## config.mk

```make
export PLATFORM = sky130hd
export DESIGN_NAME = days_between_dates
export DESIGN_NICKNAME = d
export VERILOG_FILES = /design/src/rtl/core/dbd_pkg.sv /design/src/rtl/core/days_between_dates.sv
export SDC_FILE = /design/constraint.sdc
export NUM_CORES = 1
export LEC_CHECK = 0
export BUFFER_PORTS_ARGS = -buffer_cell sky130_fd_sc_hd__buf_2
export CORE_MARGIN = 5
export CORE_UTILIZATION = 50
export DETAILED_ROUTE_END_ITERATION = 7
export PLACE_DENSITY = 0.63
export SETUP_SLACK_MARGIN = 0.3
export SLEW_MARGIN = 20
export SYNTH_ARGS = -nofsm -noshare
export SYNTH_HDL_FRONTEND = slang
export SYNTH_SLANG_ARGS = --single-unit
```

## constraint.sdc

```tcl
create_clock -name clk -period 8.1 [get_ports clk]
set_input_delay 1.215 -clock clk [delete_from_list [all_inputs] [get_ports clk]]
set_output_delay 1.215 -clock clk [all_outputs]
set_load 0.005 [all_outputs]
```

## src/rtl/core/dbd_pkg.sv

```systemverilog
// Package for the days_between_dates block: request and response payload types,
// calendar constants and the month tables. No dependencies.
package dbd_pkg;

  localparam int unsigned YEAR_W  = 14;
  localparam int unsigned MONTH_W = 4;
  localparam int unsigned DAY_W   = 5;
  localparam int unsigned LEN_W   = 22;
  // Day numbers and partial sums; wide enough for 365 * 16383.
  localparam int unsigned DN_W    = 23;
  localparam int unsigned Q100_W  = 8;
  localparam int unsigned R100_W  = 7;
  localparam int unsigned LEAPS_W = 13;
  localparam int unsigned DOY_W   = 10;
  localparam int unsigned DBM_W   = 9;

  localparam logic [YEAR_W-1:0]  YEAR_MAX  = YEAR_W'(9999);
  localparam logic [MONTH_W-1:0] MONTH_JAN = MONTH_W'(1);
  localparam logic [MONTH_W-1:0] MONTH_FEB = MONTH_W'(2);
  localparam logic [MONTH_W-1:0] MONTH_DEC = MONTH_W'(12);

  // floor(y / 100) = (y * RECIP_100) >> RECIP_SHIFT for every 14-bit y
  localparam int unsigned RECIP_100_W = 13;
  localparam int unsigned RECIP_SHIFT = 19;
  localparam int unsigned PROD_W      = YEAR_W + RECIP_100_W;
  localparam logic [RECIP_100_W-1:0] RECIP_100 = RECIP_100_W'(5243);
  localparam logic [YEAR_W-1:0]      CENTURY   = YEAR_W'(100);
  localparam logic [DN_W-1:0]        DAYS_YEAR = DN_W'(365);

  typedef struct packed {
    logic [YEAR_W-1:0]  start_year;
    logic [MONTH_W-1:0] start_month;
    logic [DAY_W-1:0]   start_day;
    logic [YEAR_W-1:0]  end_year;
    logic [MONTH_W-1:0] end_month;
    logic [DAY_W-1:0]   end_day;
    logic               include_end;
  } dbd_req_t;

  typedef struct packed {
    logic [LEN_W-1:0] length_days;
    logic             bad_date;
  } dbd_rsp_t;

  // Days in a month; zero for codes that are no month.
  function automatic logic [DAY_W-1:0] month_days(input logic [MONTH_W-1:0] m,
                                                  input logic leap);
    logic [DAY_W-1:0] n;
    unique case (m)
      4'd1, 4'd3, 4'd5, 4'd7, 4'd8, 4'd10, 4'd12: n = DAY_W'(31);
      4'd4, 4'd6, 4'd9, 4'd11:                    n = DAY_W'(30);
      4'd2:                                       n = leap ? DAY_W'(29) : DAY_W'(28);
      default:                                    n = '0;
    endcase
    return n;
  endfunction

  // Days in the year before the first of the month (common year).
  function automatic logic [DBM_W-1:0] days_before_month(input logic [MONTH_W-1:0] m);
    logic [DBM_W-1:0] n;
    unique case (m)
      4'd1:    n = DBM_W'(0);
      4'd2:    n = DBM_W'(31);
      4'd3:    n = DBM_W'(59);
      4'd4:    n = DBM_W'(90);
      4'd5:    n = DBM_W'(120);
      4'd6:    n = DBM_W'(151);
      4'd7:    n = DBM_W'(181);
      4'd8:    n = DBM_W'(212);
      4'd9:    n = DBM_W'(243);
      4'd10:   n = DBM_W'(273);
      4'd11:   n = DBM_W'(304);
      4'd12:   n = DBM_W'(334);
      default: n = '0;
    endcase
    return n;
  endfunction

endpackage

```

## src/rtl/core/days_between_dates.sv

```systemverilog
// Days between two Gregorian dates: five-stage pipeline from request to response.
// Depends on dbd_pkg.
//
// Usage:
//   The request channel (req_valid/req_ready/req_data) carries a start date, an
//   end date and an include_end flag. The response channel (rsp_valid/rsp_ready/
//   rsp_data) returns one item per request, in order: length_days is the end day
//   number minus the start day number (zero when start is not before end), plus
//   one when include_end is set. bad_date flags a date with year above 9999,
//   month outside 1..12 or a day of zero or beyond its month; length_days is then zero.
//   Throughput: one request per cycle while rsp_ready is high. The deepest paths are
//   the constant multiplies (14x13 for year / 100 in stage 1, by 100 and by 365 in
//   stage 2); the other stages are short chains of adds, so five register stages carry it.
//   Stall: when rsp_ready is low the response is held; each stage keeps its item
//   until the next stage frees up, bubbles are squeezed out, and req_ready drops
//   only when all five stages are full.
//   Reset: rst (synchronous) clears every stage valid bit; the pipeline is empty
//   and req_ready is high in the first cycle after reset.
module days_between_dates (
  input  logic               clk,
  input  logic               rst,
  input  logic               req_valid,
  output logic               req_ready,
  input  dbd_pkg::dbd_req_t  req_data,
  output logic               rsp_valid,
  input  logic               rsp_ready,
  output dbd_pkg::dbd_rsp_t  rsp_data
);
  import dbd_pkg::*;

  localparam int unsigned NDATE = 2;  // index 0: start date, 1: end date

  typedef struct packed {
    logic [YEAR_W-1:0]  year;
    logic [MONTH_W-1:0] month;
    logic [DAY_W-1:0]   day;
    logic [Q100_W-1:0]  q100;
  } s1_date_t;

  typedef struct packed {
    logic [YEAR_W-1:0]  year;
    logic [MONTH_W-1:0] month;
    logic [DAY_W-1:0]   day;
    logic [Q100_W-1:0]  q100;
    logic [R100_W-1:0]  r100;
    logic [DN_W-1:0]    y365;
  } s2_date_t;

  typedef struct packed {
    logic [DN_W-1:0]  part_year;
    logic [DOY_W-1:0] part_doy;
    logic             ok;
  } s3_date_t;

  typedef struct packed {
    logic [DN_W-1:0] dn_start;
    logic [DN_W-1:0] dn_end;
    logic            bad;
    logic            inc;
  } s4_t;

  // Stage registers
  logic                 v1, v2, v3, v4, v5;
  s1_date_t [NDATE-1:0] s1;
  s2_date_t [NDATE-1:0] s2;
  s3_date_t [NDATE-1:0] s3;
  logic                 inc1, inc2, inc3;
  s4_t                  s4;
  dbd_rsp_t             rsp_reg;

  // Stage inputs
  s1_date_t [NDATE-1:0] s1_next;
  s2_date_t [NDATE-1:0] s2_next;
  s3_date_t [NDATE-1:0] s3_next;
  s4_t                  s4_next;
  dbd_rsp_t             rsp_next;

  logic en1, en2, en3, en4, en5;

  // Each stage advances when it is empty or its successor advances
  assign en5 = !v5 || rsp_ready;
  assign en4 = !v4 || en5;
  assign en3 = !v3 || en4;
  assign en2 = !v2 || en3;
  assign en1 = !v1 || en2;
  assign req_ready = en1;

  // Stage 1: split dates, divide year by 100 with a reciprocal multiply
  always_comb begin
    logic [PROD_W-1:0] prod [NDATE];
    s1_next[0].year  = req_data.start_year;
    s1_next[0].month = req_data.start_month;
    s1_next[0].day   = req_data.start_day;
    s1_next[1].year  = req_data.end_year;
    s1_next[1].month = req_data.end_month;
    s1_next[1].day   = req_data.end_day;
    for (int i = 0; i < NDATE; i++) begin
      prod[i] = PROD_W'(s1_next[i].year) * PROD_W'(RECIP_100);
      s1_next[i].q100 = prod[i][RECIP_SHIFT +: Q100_W];
    end
  end

  // Stage 2: remainder of year / 100 and 365 * year
  always_comb begin
    logic [YEAR_W-1:0] rem [NDATE];
    for (int i = 0; i < NDATE; i++) begin
      rem[i] = s1[i].year - YEAR_W'(s1[i].q100) * CENTURY;
      s2_next[i].year  = s1[i].year;
      s2_next[i].month = s1[i].month;
      s2_next[i].day   = s1[i].day;
      s2_next[i].q100  = s1[i].q100;
      s2_next[i].r100  = rem[i][R100_W-1:0];
      s2_next[i].y365  = DN_W'(s1[i].year) * DAYS_YEAR;
    end
  end

  // Stage 3: leap rule, leap days before the year, validity, day of year
  always_comb begin
    logic               rnz   [NDATE];
    logic               leap  [NDATE];
    logic [LEAPS_W-1:0] by4   [NDATE];
    logic [LEAPS_W-1:0] by100 [NDATE];
    logic [LEAPS_W-1:0] by400 [NDATE];
    logic [LEAPS_W-1:0] leaps [NDATE];
    logic [YEAR_W:0]    y3    [NDATE];
    for (int i = 0; i < NDATE; i++) begin
      rnz[i]   = (s2[i].r100 != '0);
      leap[i]  = (s2[i].year[1:0] == 2'b00) && (rnz[i] || (s2[i].q100[1:0] == 2'b00));
      y3[i]    = (YEAR_W + 1)'(s2[i].year) + (YEAR_W + 1)'(3);
      by4[i]   = LEAPS_W'(y3[i] >> 2);
      by100[i] = LEAPS_W'(s2[i].q100) + LEAPS_W'(rnz[i]);
      by400[i] = LEAPS_W'(s2[i].q100 >> 2)
               + LEAPS_W'(rnz[i] || (s2[i].q100[1:0] != 2'b00));
      leaps[i] = by4[i] - by100[i] + by400[i];
      s3_next[i].part_year = s2[i].y365 + DN_W'(leaps[i]);
      s3_next[i].part_doy  = DOY_W'(days_before_month(s2[i].month))
                           + DOY_W'(s2[i].day)
                           + DOY_W'((s2[i].month > MONTH_FEB) && leap[i]);
      s3_next[i].ok = (s2[i].year <= YEAR_MAX)
                   && (s2[i].month >= MONTH_JAN) && (s2[i].month <= MONTH_DEC)
                   && (s2[i].day != '0)
                   && (s2[i].day <= month_days(s2[i].month, leap[i]));
    end
  end

  // Stage 4: full day numbers and the combined error flag
  always_comb begin
    s4_next.dn_start = s3[0].part_year + DN_W'(s3[0].part_doy);
    s4_next.dn_end   = s3[1].part_year + DN_W'(s3[1].part_doy);
    s4_next.bad      = !s3[0].ok || !s3[1].ok;
    s4_next.inc      = inc3;
  end

  // Stage 5: difference, clamp at zero, add the end day if include_end, zero on a bad date
  always_comb begin
    logic [DN_W-1:0] diff;
    diff = (s4.dn_start < s4.dn_end) ? (s4.dn_end - s4.dn_start) : '0;
    diff = diff + DN_W'(s4.inc);
    rsp_next.bad_date    = s4.bad;
    rsp_next.length_days = s4.bad ? '0 : diff[LEN_W-1:0];
  end

  // Valid bits
  always_ff @(posedge clk) begin
    if (rst) begin
      v1 <= 1'b0;
      v2 <= 1'b0;
      v3 <= 1'b0;
      v4 <= 1'b0;
      v5 <= 1'b0;
    end else begin
      if (en1) v1 <= req_valid;
      if (en2) v2 <= v1;
      if (en3) v3 <= v2;
      if (en4) v4 <= v3;
      if (en5) v5 <= v4;
    end
  end

  // Payload registers: load when the stage advances, hold otherwise
  always_ff @(posedge clk) begin
    if (en1) begin
      s1   <= s1_next;
      inc1 <= req_data.include_end;
    end
    if (en2) begin
      s2   <= s2_next;
      inc2 <= inc1;
    end
    if (en3) begin
      s3   <= s3_next;
      inc3 <= inc2;
    end
    if (en4) s4 <= s4_next;
    if (en5) rsp_reg <= rsp_next;
  end

  assign rsp_valid = v5;
  assign rsp_data  = rsp_reg;

endmodule

```

==> reports/metrics.csv <==
stage;metric;value;unit
logic_synthesis;Yosys cell types;68;
floorplan;I/O pin count;76;
critical_path;Max FO, Critical Path;5;
place;placed cell area;0.0311;mm2
drt;Post-route DRC;0;
job;Max-cap violations;0;
power_and_ir_drop;P_leak;15.5;nW
clock_network;Clock Latency Late Sink;570;ps
status;status;finished clean;
grt;antenna violations before repair;0;
grt;vias in the first global route;19800;
place;number of port buffers;75;
clock_network;post_cts resized;0;
sta;Fin. Hold Viols;0;
critical_path;R2R Setup Slk;1850;ps
logic_synthesis;EDFF count, synth;318;
final_layout;Reg area;0.0100;mm2
logic_synthesis;synthesized net count;3488;
grt;total track usage;18.3;%
logic_synthesis;Mapped Area;0.0298;mm2
floorplan;Die Y;254;um
grt;first-pass GRT wire length;96700;um
sta;clk_skew;18.1;ps
floorplan;core box area;0.0590;mm2
logic_synthesis;main combinational cell family by area after synthesis;adder cells;
sta;maximum clock rate;0.160;GHz
sta;Setup WS post-layout;1850;ps
sta;hold_ws;418;ps
final_layout;Core Util, Final;55.1;%
power_and_ir_drop;Pwr Total;14.0;mW
critical_path;crit path DAT;6540;ps
clock_network;clock buffer depth;3;
logic_synthesis;post-synthesis area per instance;10.9;um2
logic_synthesis;Post-Synthesis Cells;2724;
drt;detailed-router iteration count before antenna repair;4;
drt;1st-iter DRT viols;791;
logic_synthesis;fraction of the mapped netlist area in simple logic gates;7.98;%
clock_network;hold_buf cts;0;
final_layout;fin area;0.0325;mm2
logic_synthesis;register bit total from synthesis;341;
logic_synthesis;Post-Synth Adder-Cell Area;36.1;%
sta;Final period util;77.1;%
floorplan;die area;0.0645;mm2
place;number of cells after detailed placement;3560;
hold_path;HP Class;reg2reg;
logic_synthesis;Post-Synth XOR/XNOR Area;6.47;%
sta;max-slew violations;0;
sta;worst rel slew slack;16.1;%
final_layout;FILL cells;5081;
drt;wire length per cell;15.6;um
critical_path;RR Startpoint;s2[48];
power_and_ir_drop;Worst VDD drop;0.000311;V
logic_synthesis;multiplexer share of the synthesized area;0.487;%
final_layout;P&R area growth vs syn;9.16;%
floorplan;Initial Util;50.5;%
critical_path;WS Path Type;reg2reg;
clock_network;H-Tree Depth;2;
logic_synthesis;cell taking the most area after synthesis;edfxtp_1;
floorplan;die width;254;um
sta;setup total negative slack;0;ps
power_and_ir_drop;Pwr per Cell Area;431;mW/mm2
critical_path;capture point of the worst reg-to-reg path;s3[31];
hold_path;hold path cells;0;
hold_path;Worst Hold Endpoint;s2[96];
sta;Final setup viols;0;
critical_path;Worst Setup End Kind;flip-flop;
place;gp weighted congestion;0.870;
clock_network;Sink Count;341;
drt;Post-DRT Antenna Nets;0;
logic_synthesis;Main synth FF type;edfxtp_1;
sta;Worst-Margin Slew;1230;ps
place;hpwl dp;47300;um
logic_synthesis;synth top area cells;edfxtp_1, ha_1, fa_1;
sta;crit path time final;6250;ps
final_layout;share of cells above drive strength 1;6.12;%
clock_network;# Post-CTS Setup Buffers;0;
critical_path;CP startpoint kind;flip-flop;
clock_network;TritonCTS clock tree;built;
logic_synthesis;Synth Area in Compound Gates;8.04;%
final_layout;n_diodes;0;
clock_network;CTS clk-pin slew, worst paths;60;ps
grt;pin count of the biggest net entering global routing;70;
drt;final wirelength;56800;um
final_layout;multi-input combinational cell area;0.0176;mm2
grt;global route overflow;0;
hold_path;Hold Startpoint;s1[36];
sta;RSZ-0062 raised after global routing;false;
drt;via count;18700;
drt;number of vias per cell;5.15;
clock_network;Num CTS Buffers;40;
floorplan;Row Count;89;
critical_path;Worst EP required;8400;ps
logic_synthesis;post-synthesis sequential area ratio;33.6;%
clock_network;CTS Root Buffer Type;clkbuf_16;
final_layout;final non-filler cell total;3632;
logic_synthesis;area share of the largest cell type after synthesis;32.1;%
critical_path;Worst Reg2Reg Path Length in Cells;23;
place;worst slack at placement;1560;ps
final_layout;Layout Nets;3593;
logic_synthesis;ys async rst share;0;%
logic_synthesis;Yosys warning count;0;
## Yosys cell counts, drive strengths merged (10+ instances only)
library cell / number
a21oi: 118
edfxtp: 318
mux2i: 10
nor3: 43
or2: 10
xnor2: 147
and3: 24
a31oi: 13
o21a: 24
nand2b: 13
nand3: 40
or3: 13
dfxtp: 23
o21ai: 86
a21boi: 15
xor2: 73
o211ai: 15
inv: 557
nand2: 117
ha: 470
fa: 243
nand4: 12
a21o: 48
clkbuf: 12
nor2: 140
nor2b: 34
## report_power, final
group	switching, mW	leakage, nW	internal (mW)	total [mW]
registers	0.344	3.61	2.97	3.31
logic	4.79	11.3	3.98	8.77
clock network	0.745	0.680	1.20	1.94
total	5.88	15.5	8.15	14.0
## registers in the layout (all words and copies together) (netlist names), named ones only
register and flops:
rsp_data 23, s4 47, v1 1, rsp_next 1, inc2 1, s3 68
v3 1, rsp_valid 1, inc3 1, v4 1, s1 62, v2 1
s2 114, inc1 1
## layout by cell type (no fill, tap or decap), types with 5 or more instances in the layout
cell type  Yosys  layout
nand2_1      117     115
a31oi_1       13      13
and3_1        24      24
o21ai_0       84      84
ha_1         470     470
a21o_1        48      48
nor2_1       140     140
nor2b_1       34      34
or3_1         13      13
bufinv_16      0       9
nor3_1        43      43
clkbuf_16      0      40
nor4_1         7       7
and4_1         6       6
a21boi_0      15      15
inv_1        557     555
nor3b_1        6       6
dfxtp_1       23      23
buf_2          0      75
a21oi_1      116     116
clkinv_1       0       7
a2111oi_0      5       5
nand3_1       40      40
mux2i_1       10       8
xnor2_1      147     147
fa_1         243     243
and2_1         9       9
a211oi_1       8       8
edfxtp_1     318     318
nand2b_1      12      12
or2_2         10      10
o211ai_1      15      15
xor2_1        73      73
o21a_1        24      24
o31a_1         5       5
nand4_1       12      12
## how the worst max path moves through the flow
stage	startpoint	end	depth (start not counted)
floorplan	rsp_ready	flip-flop	8
global placement	req_data[20]	s1[38]	20
detailed placement	req_data[43]	s1[7]	20
CTS	s2[48]	s3[31]	23
global route	s2[48]	s3[31]	23
finish	s2[48]	s3[31]	23
## routing by layer
| layer | vias up | global-route usage, % | wire (um) |
|---|---|---|---|
| li1 | 9353 | - | - |
| met5 | - | 0 | 0 |
| met4 | 0 | 5.25 | 1590 |
| met1 | 9017 | 24.4 | 26000 |
| met2 | 222 | 31.1 | 27200 |
| met3 | 108 | 3.03 | 2020 |
## cell families after synthesis
kind of cell | after synthesis
adders and majority gates | 713
buffers and inverters | 573
and+or+nand+nor | 488
AOI/OAI and AO/OA | 375
DFF | 341
xor gates and xnor gates | 220
muxes | 14
## worst max-delay path, cell delays in order (launching register included)
cell,delay [ps]
edfxtp_1,470
nor2_1,240
nand3_1,170
fa_1,550
fa_1,440
fa_1,420
nor2b_1,110
o21ai_0,100
a21boi_0,270
o21ai_0,150
a21boi_0,240
o21ai_0,130
a21boi_0,260
o21ai_0,150
nor2b_1,160
xnor2_1,190
ha_1,270
a21oi_1,230
nand2_1,80
nand2_1,70
a31oi_1,70
o41ai_1,820
nor4b_1,170
xor2_1,180
## final cells by class
class | instances | share of cell area, %
Sequential cell | 341 | 30.8
Inverter | 557 | 6.44
Tap cell | 773 | 2.98
Clock buffer | 43 | 3.11
Multi-Input combinational cell | 1810 | 54.2
Timing Repair Buffer | 79 | 1.25
Clock inverter | 29 | 1.27
Power figures use the tool's default switching activity.
